`src/sv/rvpf_pkg.sv`:
```
// Shared types, constants and color tables for the pixel fetch and color block.
`timescale 1ns / 1ps
package rvpf_pkg;

   typedef enum logic [1:0] {
      MODE_HIRES  = 2'd0,
      MODE_LORES  = 2'd1,
      MODE_DHIRES = 2'd2,
      MODE_DLORES = 2'd3
   } mode_type;

   // register indexes on the csr channel
   localparam logic [1:0] CSR_DISPLAY_MODE   = 2'd0;
   localparam logic [1:0] CSR_PAGE_SELECT    = 2'd1;
   localparam logic [1:0] CSR_ARTIFACT_COLOR = 2'd2;

   localparam int unsigned HIRES_W  = 280;
   localparam int unsigned HIRES_H  = 192;
   localparam int unsigned LORES_W  = 40;
   localparam int unsigned LORES_H  = 48;
   localparam int unsigned DHIRES_W = 560;
   localparam int unsigned DLORES_W = 80;

   localparam logic [15:0] HIRES_BASE0 = 16'h2000;
   localparam logic [15:0] HIRES_BASE1 = 16'h4000;
   localparam logic [15:0] LORES_BASE0 = 16'h0400;
   localparam logic [15:0] LORES_BASE1 = 16'h0800;
   localparam logic [15:0] GROUP_STRIDE = 16'h0028;

   // x / 7 as ((x + 1) * 4681) >> 15, exact for x below 1024
   localparam logic [12:0] DIV7_RECIP = 13'd4681;

   typedef struct packed {
      logic [7:0] red;
      logic [7:0] green;
      logic [7:0] blue;
   } rgb_type;

   // geometry handed from the address unit to the color unit
   typedef struct packed {
      logic       in_range;
      logic [2:0] dot_sel;   // bit of the byte that holds the dot (hi-res modes)
   } geom_type;

   typedef struct packed {
      logic        in_range;
      logic [15:0] video_address;
      logic        aux_bank;
      logic [3:0]  pixel_value;
      rgb_type     color;
   } result_type;

   function automatic rgb_type lores_color(input logic [3:0] idx);
      rgb_type c;
      unique case (idx)
         4'd0:  c = '{8'd0,   8'd0,   8'd0};
         4'd1:  c = '{8'd227, 8'd30,  8'd96};
         4'd2:  c = '{8'd96,  8'd78,  8'd189};
         4'd3:  c = '{8'd255, 8'd68,  8'd253};
         4'd4:  c = '{8'd0,   8'd163, 8'd96};
         4'd5:  c = '{8'd156, 8'd156, 8'd156};
         4'd6:  c = '{8'd20,  8'd207, 8'd253};
         4'd7:  c = '{8'd208, 8'd195, 8'd255};
         4'd8:  c = '{8'd96,  8'd114, 8'd3};
         4'd9:  c = '{8'd255, 8'd106, 8'd60};
         4'd10: c = '{8'd156, 8'd156, 8'd156};
         4'd11: c = '{8'd255, 8'd160, 8'd208};
         4'd12: c = '{8'd20,  8'd245, 8'd60};
         4'd13: c = '{8'd208, 8'd221, 8'd141};
         4'd14: c = '{8'd114, 8'd255, 8'd208};
         default: c = '{8'd255, 8'd255, 8'd255};
      endcase
      return c;
   endfunction

   // index is {color set, x odd}
   function automatic rgb_type artifact_color_of(input logic [1:0] idx);
      rgb_type c;
      unique case (idx)
         2'd0: c = '{8'd255, 8'd0,   8'd255};  // purple
         2'd1: c = '{8'd0,   8'd255, 8'd0};    // green
         2'd2: c = '{8'd0,   8'd128, 8'd255};  // blue
         default: c = '{8'd255, 8'd128, 8'd0}; // orange
      endcase
      return c;
   endfunction

endpackage

```
`src/sv/rvpf_addr.sv`:
```
// Screen geometry: range check, byte column, interleaved address and bank.
`timescale 1ns / 1ps
module rvpf_addr (
   input  rvpf_pkg::mode_type mode,
   input  logic               page,
   input  logic [9:0]         pixel_x,
   input  logic [7:0]         pixel_y,
   output logic [15:0]        video_address,
   output logic               aux_bank,
   output rvpf_pkg::geom_type geom
);
   import rvpf_pkg::*;

   logic [23:0] div_prod;
   logic [7:0]  col;
   logic [10:0] col_x7;
   logic [2:0]  dot;
   logic [15:0] hires_line;
   logic [15:0] lores_row;
   logic [6:0]  row;
   logic        ok;
   logic [15:0] addr;
   logic        aux;

   // byte column and dot position within it
   assign div_prod = 24'({1'b0, pixel_x} + 11'd1) * 24'(DIV7_RECIP);
   assign col      = div_prod[22:15];
   assign col_x7   = 11'({col, 3'b000}) - 11'(col);
   assign dot      = 3'(11'(pixel_x) - col_x7);

   assign hires_line = (page ? HIRES_BASE1 : HIRES_BASE0)
                     + 16'({pixel_y[2:0], 10'b0})
                     + 16'(pixel_y[7:6]) * GROUP_STRIDE
                     + 16'({pixel_y[5:3], 7'b0});

   assign row       = pixel_y[7:1];
   assign lores_row = (page ? LORES_BASE1 : LORES_BASE0)
                    + 16'({row[2:0], 7'b0})
                    + 16'(row[6:3]) * GROUP_STRIDE;

   always_comb begin
      ok   = 1'b0;
      addr = '0;
      aux  = 1'b0;
      unique case (mode)
         MODE_HIRES: begin
            ok   = (pixel_x < 10'(HIRES_W)) && (pixel_y < 8'(HIRES_H));
            addr = hires_line + 16'(col);
         end
         MODE_DHIRES: begin
            ok   = (pixel_x < 10'(DHIRES_W)) && (pixel_y < 8'(HIRES_H));
            aux  = ~col[0];
            addr = hires_line + 16'(col[7:1]);
         end
         MODE_LORES: begin
            ok   = (pixel_x < 10'(LORES_W)) && (pixel_y < 8'(LORES_H));
            addr = lores_row + 16'(pixel_x);
         end
         default: begin
            ok   = (pixel_x < 10'(DLORES_W)) && (pixel_y < 8'(LORES_H));
            aux  = ~pixel_x[0];
            addr = lores_row + 16'(pixel_x[9:1]);
         end
      endcase
   end

   assign video_address = ok ? addr : '0;
   assign aux_bank      = ok & aux;
   assign geom.in_range = ok;
   assign geom.dot_sel  = dot;

endmodule

```
`src/sv/rvpf_color.sv`:
```
// Pixel value extraction and color lookup.
`timescale 1ns / 1ps
module rvpf_color (
   input  rvpf_pkg::mode_type mode,
   input  logic               artifact_on,
   input  rvpf_pkg::geom_type geom,
   input  logic               x_odd,
   input  logic               y_odd,
   input  logic [7:0]         memory_byte,
   output logic [3:0]         pixel_value,
   output rvpf_pkg::rgb_type  color
);
   import rvpf_pkg::*;

   logic    dot;
   logic [3:0] nib;
   rgb_type art;
   rgb_type lo;

   assign dot = memory_byte[geom.dot_sel];
   assign nib = y_odd ? memory_byte[7:4] : memory_byte[3:0];
   assign art = artifact_color_of({memory_byte[7], x_odd});
   assign lo  = lores_color(nib);

   always_comb begin
      pixel_value = '0;
      color       = '0;
      if (geom.in_range) begin
         unique case (mode)
            MODE_HIRES: begin
               pixel_value = {3'b000, dot};
               if (dot) color = artifact_on ? art : rgb_type'{8'd255, 8'd255, 8'd255};
            end
            MODE_DHIRES: begin
               pixel_value = {3'b000, dot};
               if (dot) color = '{8'd255, 8'd255, 8'd255};
            end
            default: begin
               pixel_value = nib;
               color       = lo;
            end
         endcase
      end
   end

endmodule

```
`src/sv/retro_video_pixel_fetch_and_color.sv`:
```
// Top level: pixel fetch address and color, input and result registers, csr.
`timescale 1ns / 1ps
//
//  channel | dir | handshake              | word
//  --------+-----+------------------------+-----------------------------------
//  req     | in  | req_tvalid/req_tready  | pixel coordinate + memory byte
//  rsp     | out | rsp_tvalid/rsp_tready  | range flag, address, bank, color
//  csr     | in  | csr_valid/csr_ready    | register index + write data
//
//  One word per cycle sustained while rsp is not stalled; each word passes
//  the input register, then the result register, before rsp_tvalid rises.
//  reset clears the pipeline valids and the csr registers (hi-res, first
//  page, mono); csr_ready is always high.
//  A stall on rsp holds the result register and backs up through the input
//  register; req_tready drops only when both stages are full and held.
//
module retro_video_pixel_fetch_and_color (
   input  logic        clock,
   input  logic        reset,
   // req_tdata: pixel_x[9:0], pixel_y[17:10], memory_byte[25:18], zero fill
   input  logic        req_tvalid,
   output logic        req_tready,
   input  logic [31:0] req_tdata,
   // rsp_tdata: in_range[0], video_address[16:1], aux_bank[17],
   //            pixel_value[21:18], red[29:22], green[37:30], blue[45:38], zero fill
   output logic        rsp_tvalid,
   input  logic        rsp_tready,
   output logic [47:0] rsp_tdata,
   input  logic        csr_valid,
   output logic        csr_ready,
   input  logic [1:0]  csr_index,
   input  logic [7:0]  csr_wdata
);
   import rvpf_pkg::*;

   // configuration registers
   mode_type mode_ff;
   logic     page_ff;
   logic     artifact_ff;

   // input stage
   logic       in_valid_ff, in_valid_in;
   logic [9:0] x_ff;
   logic [7:0] y_ff;
   logic [7:0] byte_ff;

   // result stage
   logic       out_valid_ff, out_valid_in;
   result_type out_ff;
   result_type out_in;

   logic     out_open;
   logic     in_open;
   geom_type geom;

   assign csr_ready = 1'b1;

   always_ff @(posedge clock) begin
      if (reset) begin
         mode_ff     <= MODE_HIRES;
         page_ff     <= 1'b0;
         artifact_ff <= 1'b0;
      end else if (csr_valid) begin
         unique case (csr_index)
            CSR_DISPLAY_MODE:   mode_ff     <= mode_type'(csr_wdata[1:0]);
            CSR_PAGE_SELECT:    page_ff     <= csr_wdata[0];
            CSR_ARTIFACT_COLOR: artifact_ff <= csr_wdata[0];
            default: ;  // no register there
         endcase
      end
   end

   // stage moves when the next one is empty or draining
   assign out_open   = ~out_valid_ff | rsp_tready;
   assign in_open    = ~in_valid_ff | out_open;
   assign req_tready = in_open;

   assign in_valid_in  = in_open ? req_tvalid : in_valid_ff;
   assign out_valid_in = out_open ? in_valid_ff : out_valid_ff;

   always_ff @(posedge clock) begin
      if (reset) begin
         in_valid_ff  <= 1'b0;
         out_valid_ff <= 1'b0;
      end else begin
         in_valid_ff  <= in_valid_in;
         out_valid_ff <= out_valid_in;
      end
   end

   always_ff @(posedge clock) begin
      if (in_open && req_tvalid) begin
         x_ff    <= req_tdata[9:0];
         y_ff    <= req_tdata[17:10];
         byte_ff <= req_tdata[25:18];
      end
      if (out_open && in_valid_ff) begin
         out_ff <= out_in;
      end
   end

   rvpf_addr u_addr (
      .mode          (mode_ff),
      .page          (page_ff),
      .pixel_x       (x_ff),
      .pixel_y       (y_ff),
      .video_address (out_in.video_address),
      .aux_bank      (out_in.aux_bank),
      .geom          (geom)
   );

   rvpf_color u_color (
      .mode        (mode_ff),
      .artifact_on (artifact_ff),
      .geom        (geom),
      .x_odd       (x_ff[0]),
      .y_odd       (y_ff[0]),
      .memory_byte (byte_ff),
      .pixel_value (out_in.pixel_value),
      .color       (out_in.color)
   );

   assign out_in.in_range = geom.in_range;

   assign rsp_tvalid = out_valid_ff;
   assign rsp_tdata  = {2'b00,
                        out_ff.color.blue,
                        out_ff.color.green,
                        out_ff.color.red,
                        out_ff.pixel_value,
                        out_ff.aux_bank,
                        out_ff.video_address,
                        out_ff.in_range};

endmodule
```
`config.mk`:
```
export PLATFORM = sky130hd
export DESIGN_NAME = retro_video_pixel_fetch_and_color
export DESIGN_NICKNAME = d
export VERILOG_FILES = /design/src/sv/rvpf_pkg.sv /design/src/sv/rvpf_addr.sv /design/src/sv/rvpf_color.sv /design/src/sv/retro_video_pixel_fetch_and_color.sv
export SDC_FILE = /design/constraint.sdc
export NUM_CORES = 1
export LEC_CHECK = 0
export ABC_CLOCK_PERIOD_IN_PS = 6850
export BUFFER_PORTS_ARGS = -buffer_cell sky130_fd_sc_hd__buf_2
export CELL_PAD_IN_SITES_DETAIL_PLACEMENT = 1
export CELL_PAD_IN_SITES_GLOBAL_PLACEMENT = 1
export CORE_ASPECT_RATIO = 0.5
export CORE_MARGIN = 3
export CORE_UTILIZATION = 25
export DETAILED_ROUTE_END_ITERATION = 16
export GPL_ROUTABILITY_DRIVEN = 0
export HOLD_SLACK_MARGIN = 0.12
export PLACE_DENSITY_LB_ADDON = 0.25
export SYNTH_ARGS = -nofsm -noshare
export SYNTH_HDL_FRONTEND = slang
export SYNTH_SLANG_ARGS = --single-unit
```
`constraint.sdc`:
```
create_clock -name clock -period 6.85 [get_ports clock]
set_clock_uncertainty 0.05 [all_clocks]
set_input_delay 1.37 -clock clock [delete_from_list [all_inputs] [get_ports clock]]
set_output_delay 1.37 -clock clock [all_outputs]
set_load 0.005 [all_outputs]
```
==> impl_metrics.csv, run 1 <==
group,metric,value,unit
die,ios,98,
die,die_w,229,um
cells_and_area,final_common_cell,"ha_1",
setup_path,critPathMaxStageDelay,0.52,ns
setup_path,start_kind,"flop",
clock_network,cts_max_level,3,
placement,dp_hpwl,13.6,mm
cells_and_area,layout_common_cells,"82 x ha_1, 81 x buf_2, 70 x edfxtp_1",
logic_synthesis,synth_area_per_cell,10.3,um2
logic_synthesis,synth_enable_flop_cells,70,
clock_network,cts_root_buffer,"clkbuf_16",
cells_and_area,finalInstanceArea,0.00770,mm2
logic_synthesis,synth_cell_types,66,
setup_path,cp_slowest_cell,"fa_1",
drt,vias,4931,
setup_path,cpLargestDelayFamily,"adder cells",
placement,port-buffer-count,81,
drt,ant_nets,0,
logic_synthesis,yosysTopAreaCell,"edfxtp_1",
die,rows,40,
power,ir_drop,292,uV
setup_path,crit_top_cell,"ha_1",
setup_path,crit_buf_inv,4,
logic_synthesis,synth.top_cell.area_share,33.8,%
placement,dp_slack,0.00935,ns
outcome,outcome,"complete, no violations",
clock_network,path_clk_slew,0.07,ns
clock_network,tritoncts,"built",
setup_path,crit_type,"reg2reg",
cells_and_area,drive_gt1_share,26.2,%
sta,tightest_slew,0.941,ns
sta,fin_crit,6.68,ns
logic_synthesis,ys_seq_area_share,35.7,%
logic_synthesis,yosysWarnings,0,
clock_network,clk_latency,0.34,ns
drt,routed_wl,17.6,mm
grt,antenna_found_initial,0,
drt,drt_pass1_iterations,4,
clock_network,numCtsBuffers,9,
clock_network,cts_buffer_depth,2,
sta,fin_crit_sh,97.5,%
sta,hold_viol,0,
die,die_h,118,um
cells_and_area,fill_cells,2784,
setup_path,crit_arrival,6.70,ns
drt,via_per_inst,4.63,
sta,layout_setup_ws,0.170,ns
sta,slew_violations,0,
drt,drc,0,
cells_and_area,synthToLayoutAreaGrowth,23.9,%
placement,dpl_cell_area,0.00731,mm2
worst_hold_path,min_path_type,"reg2reg",
logic_synthesis,syn_area,0.00622,mm2
power,power.leakage,3.28,nW
clock_network,clock_sinks,76,
sta,fmax,0.150,GHz
die,start_util,25.7,%
drt,initialDrtViolationCount,212,
logic_synthesis,syn_inst,602,
logic_synthesis,ys_async_sr_fraction,0,%
cells_and_area,num-nets-final,870,
die,dieArea,0.0269,mm2
logic_synthesis,synth-main-ff-cell,"edfxtp_1",
flow_run,drv_cap,0,
setup_path,required,6.87,ns
die,coreArea,0.0242,mm2
drt,wire_per_inst,16.5,um
cells_and_area,diodes,0,
logic_synthesis,synth-seq-cells,76,
setup_path,cp-end-kind,"flop",
grt,grt_pass1_wl,28.7,mm
grt,grt_max_degree,45,
setup_path,path_max_fanout,3,
grt,grt_pass1_vias,5338,
grt,track_usage,13.3,%
sta,relSlewSlack,36.8,%
power,p_per_area,297,mW/mm2
logic_synthesis,synth.area.top_cells,"edfxtp_1 34%, ha_1 17%, fa_1 4.5%",
sta,setup_viol,0,
grt,grt_overflow,0,
==> cell usage after synthesis, types with 3 or more instances <==
cell type and count:
nand3_1 12, a21o_1 9, o31ai_1 10, and3_1 4
a21oi_1 32, xnor2_1 26, clkbuf_1 19, nand4_1 3
o21bai_1 8, xor2_1 13, o32ai_1 15, fa_1 14
nor3b_1 3, nor2b_1 6, a31oi_1 6, nor2_1 55
buf_2 4, and2_1 5, edfxtp_1 70, dfxtp_1 6
a211o_1 3, inv_1 39, mux2_2 11, o21ai_0 21
o311ai_0 3, nor3_1 13, mux2i_1 9, o21a_1 4
ha_1 84, nand2_1 29, o211ai_1 6, o22ai_1 5
buf_4 5, a211oi_1 7
==> layer usage <==
layer	track usage [%]	vias to the layer above	part of all wire, %
met5	0	-	0
met4	3.05	0	0.52
met3	1.86	4	2.1
met2	23.0	44	49
met1	17.7	2428	48
li1	-	2455	-
==> through the flow <==
stage                     hold slack [ns]  std cells  total power [mW]  utilization [%]  TNS [ns]
after global placement              0.459       1041              1.81             30.2         0
final                               0.495       1066              2.29             31.8         0
after global routing                0.547       1066              2.47             31.8    -0.620
after detailed placement            0.483       1041              1.83             30.2         0
after CTS                           0.498       1059              2.30             31.4         0
after floorplan                     0.415        604              1.44                -         0
==> cells by family after synthesis <==
kind of cell / after synthesis / share of synthesized area [%]
fa+ha+maj: 98 / 21.4
simple gates: 142 / 10.7
mux: 23 / 4.53
flops: 76 / 35.7
xor+xnor: 40 / 5.87
other cells: 2 / 0.121
buf+inv: 73 / 5.03
compound gates: 148 / 16.6
==> layout make-up <==
| type | instances | area (um2) | area share, % |
|---|---|---|---|
| clock inverters | 6 | 38.8 | 0.503 |
| well taps | 336 | 420 | 5.46 |
| multi-input cells | 455 | 3760 | 48.9 |
| inverters | 41 | 154 | 2.00 |
| clock buffers | 10 | 229 | 2.97 |
| flip-flops and latches | 76 | 2220 | 28.8 |
| repair buffers | 142 | 876 | 11.4 |
==> final timing paths <==
kind / startpoint / endpoint / slack, ns / cells after the start
min reg2reg: in_valid_ff$_SDFFE_PP0N_ / rsp_tvalid$_SDFFE_PP0P_ / 0.50 / 2
min: in_valid_ff$_SDFFE_PP0N_ / rsp_tvalid$_SDFFE_PP0P_ / 0.50 / 2
max reg2reg: x_ff[0]$_DFFE_PP_ / rsp_tdata[10]$_SDFFCE_PN0P_ / 0.17 / 29
max: x_ff[0]$_DFFE_PP_ / rsp_tdata[10]$_SDFFCE_PN0P_ / 0.17 / 29
==> worst reg2reg max path, delay by kind of cell (launching register included) <==
family	cells	cell delay (ns)
xor+xnor	3	0.41
fa+ha+maj	8	2.59
flops	1	0.43
buf+inv	4	0.39
simple gates	5	0.80
compound gates	8	1.48
mux	1	0.27
==> sequential cells by signal (all words and copies together), names as in the netlist <==
register,count
rsp_tdata,44
x_ff,10
byte_ff,8
y_ff,8
mode_ff,2
artifact_ff,1
in_valid_ff,1
page_ff,1
rsp_tvalid,1
==> report_power, final <==
part / switching, mW / internal (mW)
Combinational: 0.650 / 0.596
Sequential: 0.0240 / 0.579
Clock: 0.197 / 0.245
Total: 0.871 / 1.42
==> repair_timing <==
item                                    4_1_cts  5_1_grt
resized for setup                             5        8
hold buffers                                  0        0
pin swaps                                     2       13
setup buffers                                 2        7
endpoints found under the setup margin        2        7
Power figures use the tool's default switching activity.
==> inputs of run 2 (changes only) <==
ABC_AREA = 1   (was default)
RECOVER_POWER = 100   (was default)
==> run 2 against run 1 <==
  * The run now ends with max-capacitance violations, max-slew violations left
  * Flip-flop and latch count did not move
  * Via count up 5.9%
  * Critical path type unchanged
  * Combinational power decreased by 12%
  * Critical path depth rose by 6
==> impl_metrics.csv, run 2 <==
group,metric,value,unit
cells_and_area,layout_common_cells,"160 x nand2_1, 99 x inv_1, 80 x ha_1",
setup_path,r2r-end,"rsp_tdata[14]$_SDFFCE_PN0P_",
logic_synthesis,syn_area,0.00645,mm2
die,die_w,233,um
placement,dp_hpwl,14.8,mm
grt,antenna_found_initial,0,
sta,fin_crit,6.46,ns
setup_path,required,6.89,ns
setup_path,start_kind,"flop",
logic_synthesis,yosysWarnings,0,
power,ir_drop,136,uV
power,power.leakage,3.56,nW
cells_and_area,final_common_cell,"nand2_1",
logic_synthesis,synth-main-ff-cell,"edfxtp_1",
drt,drt_pass1_iterations,4,
grt,grt_pass1_wl,29.6,mm
clock_network,cts_buffer_depth,2,
drt,via_per_inst,4.40,
sta,slew_violations,45,
grt,grt_overflow,0,
logic_synthesis,synth.top_cell.area_share,32.6,%
sta,setup_viol,0,
drt,vias,5221,
logic_synthesis,yosysTopAreaCell,"edfxtp_1",
setup_path,r2r_cells,35,
setup_path,r2r_slack,0.39,ns
logic_synthesis,ys_seq_area_share,34.5,%
setup_path,crit_type,"reg2reg",
placement,dp_slack,0.152,ns
clock_network,clk_latency,0.34,ns
cells_and_area,num-nets-final,990,
grt,track_usage,13.3,%
sta,fmax,0.155,GHz
sta,rsz0062_at_grt,"true",
drt,ant_nets,0,
die,coreArea,0.0247,mm2
drt,routed_wl,18.1,mm
grt,grt_pass1_vias,5570,
clock_network,cts_max_level,3,
die,ios,98,
logic_synthesis,synth_enable_flop_cells,70,
drt,drc,0,
clock_network,clock_sinks,76,
clock_network,cts_root_buffer,"clkbuf_16",
worst_hold_path,hp-start,"artifact_ff$_SDFFE_PP0P_",
outcome,violations,"max-capacitance violations, max-slew violations",
clock_network,numCtsBuffers,9,
worst_hold_path,min_path_cells,2,
logic_synthesis,synth_cell_types,55,
logic_synthesis,syn_inst,749,
logic_synthesis,synth-seq-cells,76,
logic_synthesis,ys_async_sr_fraction,0,%
drt,wire_per_inst,15.3,um
setup_path,cp_slowest_cell,"fa_1",
cells_and_area,largest_reg_flops,44,
clock_network,tritoncts,"built",
die,rows,40,
die,start_util,26.1,%
setup_path,critPathMaxStageDelay,0.53,ns
grt,grt_max_degree,45,
logic_synthesis,synth.most_common_cell,"nand2_1",
cells_and_area,fill_cells,2926,
die,dieArea,0.0279,mm2
flow_run,drv_cap,1,
sta,fin_crit_sh,94.4,%
setup_path,cp-end-kind,"flop",
logic_synthesis,yosys-top-cells-count,"162 x nand2_1, 98 x inv_1, 84 x ha_1, 70 x edfxtp_1, 60 x nor2_1",
worst_hold_path,min_path_type,"reg2reg",
placement,port-buffer-count,81,
setup_path,crit_arrival,6.50,ns
sta,layout_setup_ws,0.387,ns
sta,relSlewSlack,-60.5,%
cells_and_area,diodes,0,
setup_path,r2r_start,"x_ff[5]$_DFFE_PP_",
setup_path,crit_top_cell,"inv_1",
power,p_per_area,281,mW/mm2
die,die_h,120,um
cells_and_area,drive_gt1_share,16.1,%
cells_and_area,synthToLayoutAreaGrowth,18.2,%
outcome,outcome,"finished, violations left",
worst_hold_path,min_to,"artifact_ff$_SDFFE_PP0P_",
sta,hold_viol,0,
sta,tightest_slew,2.41,ns
sta,hold_ws,0.430,ns
drt,initialDrtViolationCount,184,
logic_synthesis,synth_area_per_cell,8.61,um2
clock_network,path_clk_slew,0.06,ns
logic_synthesis,synth.area.top_cells,"edfxtp_1 33%, ha_1 16%, nand2_1 9.4%",
setup_path,path_max_fanout,4,
[run 2: changes by cell type after synthesis, moves of 11 or more]
cell / change
nand3_1: +24
nand2_1: +133
xnor2_1: -19
o21ai_0: +18
o32ai_1: -14
clkbuf_1: -18
mux2_2: -11
inv_1: +59
[run 2: cells by family (layout without fill, tap and decap cells)]
logic type | after synthesis | in the layout | share of synthesized area [%]
other | 2 | 4 | 0.116
adders and majority gates | 98 | 98 | 20.6
and+or+nand+nor | 307 | 307 | 22.3
DFF | 76 | 76 | 34.5
AOI/OAI and AO/OA | 119 | 119 | 11.2
buffers and inverters | 124 | 223 | 8.21
xor gates and xnor gates | 23 | 23 | 3.12
[run 2: how the worst max path moves through the flow]
stage,start,to,slack [ns],cells past startpoint
3_3_place_gp,x_ff[0]$_DFFE_PP_,rsp_tdata[12]$_SDFFCE_PN0P_,0.33,34
6_report,x_ff[5]$_DFFE_PP_,rsp_tdata[14]$_SDFFCE_PN0P_,0.39,35
5_1_grt,x_ff[5]$_DFFE_PP_,rsp_tdata[14]$_SDFFCE_PN0P_,-0.15,36
2_1_floorplan,x_ff[0]$_DFFE_PP_,rsp_tdata[12]$_SDFFCE_PN0P_,0.91,35
3_5_place_dp,x_ff[0]$_DFFE_PP_,rsp_tdata[14]$_SDFFCE_PN0P_,0.15,35
4_1_cts,x_ff[0]$_DFFE_PP_,rsp_tdata[14]$_SDFFCE_PN0P_,0.1,35
[run 2: critical path: cells and delay by family (launching register included)]
kind	cells	cell delay, ns
simple gates	12	1.42
flops	1	0.38
compound gates	8	1.07
fa+ha+maj	7	2.45
xor+xnor	1	0.16
buf+inv	7	0.70
[run 2: cell type report]
class | count | area (um2) | area share, %
Inverter | 108 | 410 | 5.38
Multi-Input combinational cell | 551 | 3810 | 50.0
Tap cell | 336 | 420 | 5.51
Sequential cell | 76 | 2220 | 29.1
Clock inverter | 7 | 41.3 | 0.542
Clock buffer | 9 | 225 | 2.95
Timing Repair Buffer | 99 | 494 | 6.48
[run 2: report_power, final]
group / internal [mW] / switching, mW
registers: 0.580 / 0.0260
clock network: 0.243 / 0.191
logic: 0.394 / 0.707
[run 2: layer usage]
metal | track usage, % | wire length [um]
met5 | 0 | 0
met4 | 2.42 | 108
met2 | 22.4 | 8460
met3 | 2.04 | 356
met1 | 18.2 | 9170
[run 2: what timing repair did]
action | in CTS | in global routing
setup buffers | 0 | 10
hold buffers | 0 | 0
hold endpoints to repair | 0 | 0
gates resized for setup | 0 | 24
endpoints found under the setup margin | 0 | 33
[run 2: per-stage QoR]
stage                     area [um2]  instances  TNS (ns)  total power, mW  utilization, %
after floorplan                 6460        751         0             1.42               -
after global placement          7240       1160         0             1.69            29.3
after detailed placement        7240       1160         0             1.71            29.3
after CTS                       7500       1176         0             2.16            30.4
after global routing            7620       1186     -2.22             2.36            30.9
final                           7620       1186         0             2.14            30.9
==> inputs of run 3 (changes only) <==
CORE_ASPECT_RATIO = default   (was 0.5)
==> run 3 against run 2 <==
  * The flow still finishes with violations (max-capacitance violations, max-slew violations)
  * Hold slack improved by 0.016 ns
  * Register-to-register slack improved by 0.15 ns
  * Non-clock buffer count did not move
  * Critical path depth fell by 1
  * Total power rose by 7.0%
  * Wire length rose by 2.6%
  * Count of clock-buffer cells in the layout rose by 3
  * Via count rose by 2.0%
  * Largest cell class unchanged
  * Largest power group unchanged
==> impl_metrics.csv, run 3 (synthesis results as in run 2) <==
group,metric,value,unit
placement,port-buffer-count,81,
die,coreArea,0.0253,mm2
setup_path,r2r-end,"rsp_tdata[14]$_SDFFCE_PN0P_",
setup_path,critPathLaunch,"x_ff[0]$_DFFE_PP_",
power,p_sw,0.939,mW
sta,finalSetupTns,0,ns
grt,grt_pass1_wl,29.7,mm
cells_and_area,diodes,0,
clock_network,clk_latency,0.35,ns
sta,relSlewSlack,-68.1,%
drt,drc,0,
setup_path,r2r_slack,0.54,ns
power,clock_power_share,24.6,%
drt,initialDrtViolationCount,220,
setup_path,r2r_cells,34,
cells_and_area,final_common_cell,"nand2_1",
power,ir_drop,156,uV
outcome,violations,"max-capacitance violations, max-slew violations",
cells_and_area,largest_reg_flops,44,
setup_path,critPathMaxStageDelay,0.53,ns
sta,hold_viol,0,
clock_network,numCtsBuffers,9,
sta,setup_viol,0,
worst_hold_path,min_path_cells,2,
grt,track_usage,13.5,%
die,ios,98,
setup_path,required,6.88,ns
grt,antenna_found_initial,0,
cells_and_area,num-nets-final,990,
outcome,outcome,"finished, violations left",
die,rows,58,
grt,grt_overflow,0,
die,dieArea,0.0278,mm2
cells_and_area,multi_input_area,0.00375,mm2
cells_and_area,layout_common_cells,"163 x nand2_1, 99 x inv_1, 83 x ha_1",
clock_network,hold_buffers,0,
sta,hold_ws,0.446,ns
placement,dp_slack,0.218,ns
drt,ant_nets,0,
drt,drt_pass1_iterations,4,
clock_network,cts_max_level,3,
power,power.leakage,3.61,nW
placement,dpl_cell_area,0.00724,mm2
clock_network,clock_sinks,76,
grt,grt_pass1_vias,5430,
drt,vias,5328,
clock_network,cts_root_buffer,"clkbuf_16",
cells_and_area,fin_util,30.3,%
cells_and_area,drive_gt1_share,16.1,%
die,die_h,167,um
sta,fin_crit_sh,92.2,%
power,power,2.29,mW
die,die_w,167,um
flow_run,drv_cap,1,
power,p_int,1.35,mW
clock_network,path_clk_slew,0.06,ns
cells_and_area,final_cells,1180,
cells_and_area,ff_latch_area,0.00222,mm2
placement,dp_hpwl,15.0,mm
worst_hold_path,min_path_type,"reg2reg",
clock_network,cts_buffer_depth,2,
power,p_sw_share,41.0,%
setup_path,crit_arrival,6.35,ns
sta,fin_crit,6.31,ns
sta,layout_setup_ws,0.536,ns
sta,slew_violations,45,
power,power_frac_seq,26.4,%
sta,fmax,0.158,GHz
placement,dpl.cell_count,1155,
setup_path,start_kind,"flop",
power,p_per_area,300,mW/mm2
power,combPwrFrac,48.9,%
die,start_util,25.5,%
cells_and_area,fill_cells,3040,
clock_network,tritoncts,"built",
grt,grt_max_degree,45,
setup_path,path_max_fanout,4,
drt,wire_per_inst,15.7,um
cells_and_area,synthToLayoutAreaGrowth,18.5,%
setup_path,cp-end-kind,"flop",
cells_and_area,finalInstanceArea,0.00765,mm2
drt,via_per_inst,4.52,
setup_path,cp_slowest_cell,"fa_1",
setup_path,crit_end,"rsp_tdata[14]$_SDFFCE_PN0P_",
setup_path,crit_type,"reg2reg",
drt,routed_wl,18.6,mm
setup_path,crit_top_cell,"nand2_1",
sta,tightest_slew,2.52,ns
setup_path,r2r_start,"x_ff[0]$_DFFE_PP_",
run 3: changes by cell type in the layout (fill, tap and decap cells not counted), moves of 3 or more:
cell and delta:
nand2_2 -3, nand2_1 +3, clkbuf_1 -3, bufinv_16 +3, buf_2 +3, ha_1 +3
run 3: worst min-delay path by stage:
stage,start,to,slack [ns]
floorplan,artifact_ff$_SDFFE_PP0P_,artifact_ff$_SDFFE_PP0P_,0.39
global placement,artifact_ff$_SDFFE_PP0P_,artifact_ff$_SDFFE_PP0P_,0.45
detailed placement,artifact_ff$_SDFFE_PP0P_,artifact_ff$_SDFFE_PP0P_,0.44
CTS,artifact_ff$_SDFFE_PP0P_,artifact_ff$_SDFFE_PP0P_,0.45
global route,artifact_ff$_SDFFE_PP0P_,artifact_ff$_SDFFE_PP0P_,0.47
finish,artifact_ff$_SDFFE_PP0P_,artifact_ff$_SDFFE_PP0P_,0.45
run 3: worst max-delay path, delay by kind of cell, from the launching register on:
| kind | cells | cell delay [ns] |
|---|---|---|
| xor+xnor | 2 | 0.39 |
| fa+ha+maj | 7 | 2.46 |
| simple gates | 14 | 1.48 |
| buf+inv | 4 | 0.27 |
| flops | 1 | 0.43 |
| compound gates | 7 | 0.99 |
run 3: layout make-up:
type / count / share of cell area, %
Multi-Input combinational cell: 551 / 49.0
Clock inverter: 4 / 1.24
Clock buffer: 12 / 3.35
Inverter: 108 / 5.37
Timing Repair Buffer: 99 / 6.53
Tap cell: 330 / 5.40
Sequential cell: 76 / 29.1
run 3: power groups by stage:
stage	logic [mW]	clock network, mW	registers [mW]
floorplan	0.809	0	0.610
global route	1.29	0.600	0.611
finish	1.12	0.564	0.605
global placement	1.10	0	0.615
CTS	1.12	0.583	0.606
detailed placement	1.11	0	0.615
run 3: timing repair:
action	4_1_cts	5_1_grt
setup buffers	0	9
setup endpoints to repair	0	30
resized for setup	0	18
run 3: per-layer routing:
layer	vias up	track usage [%]	routed length [um]
li1	2705	-	-
met1	2519	19.6	9390
met2	90	20.8	8200
met3	14	2.33	701
met4	0	3.37	267
met5	-	0	0
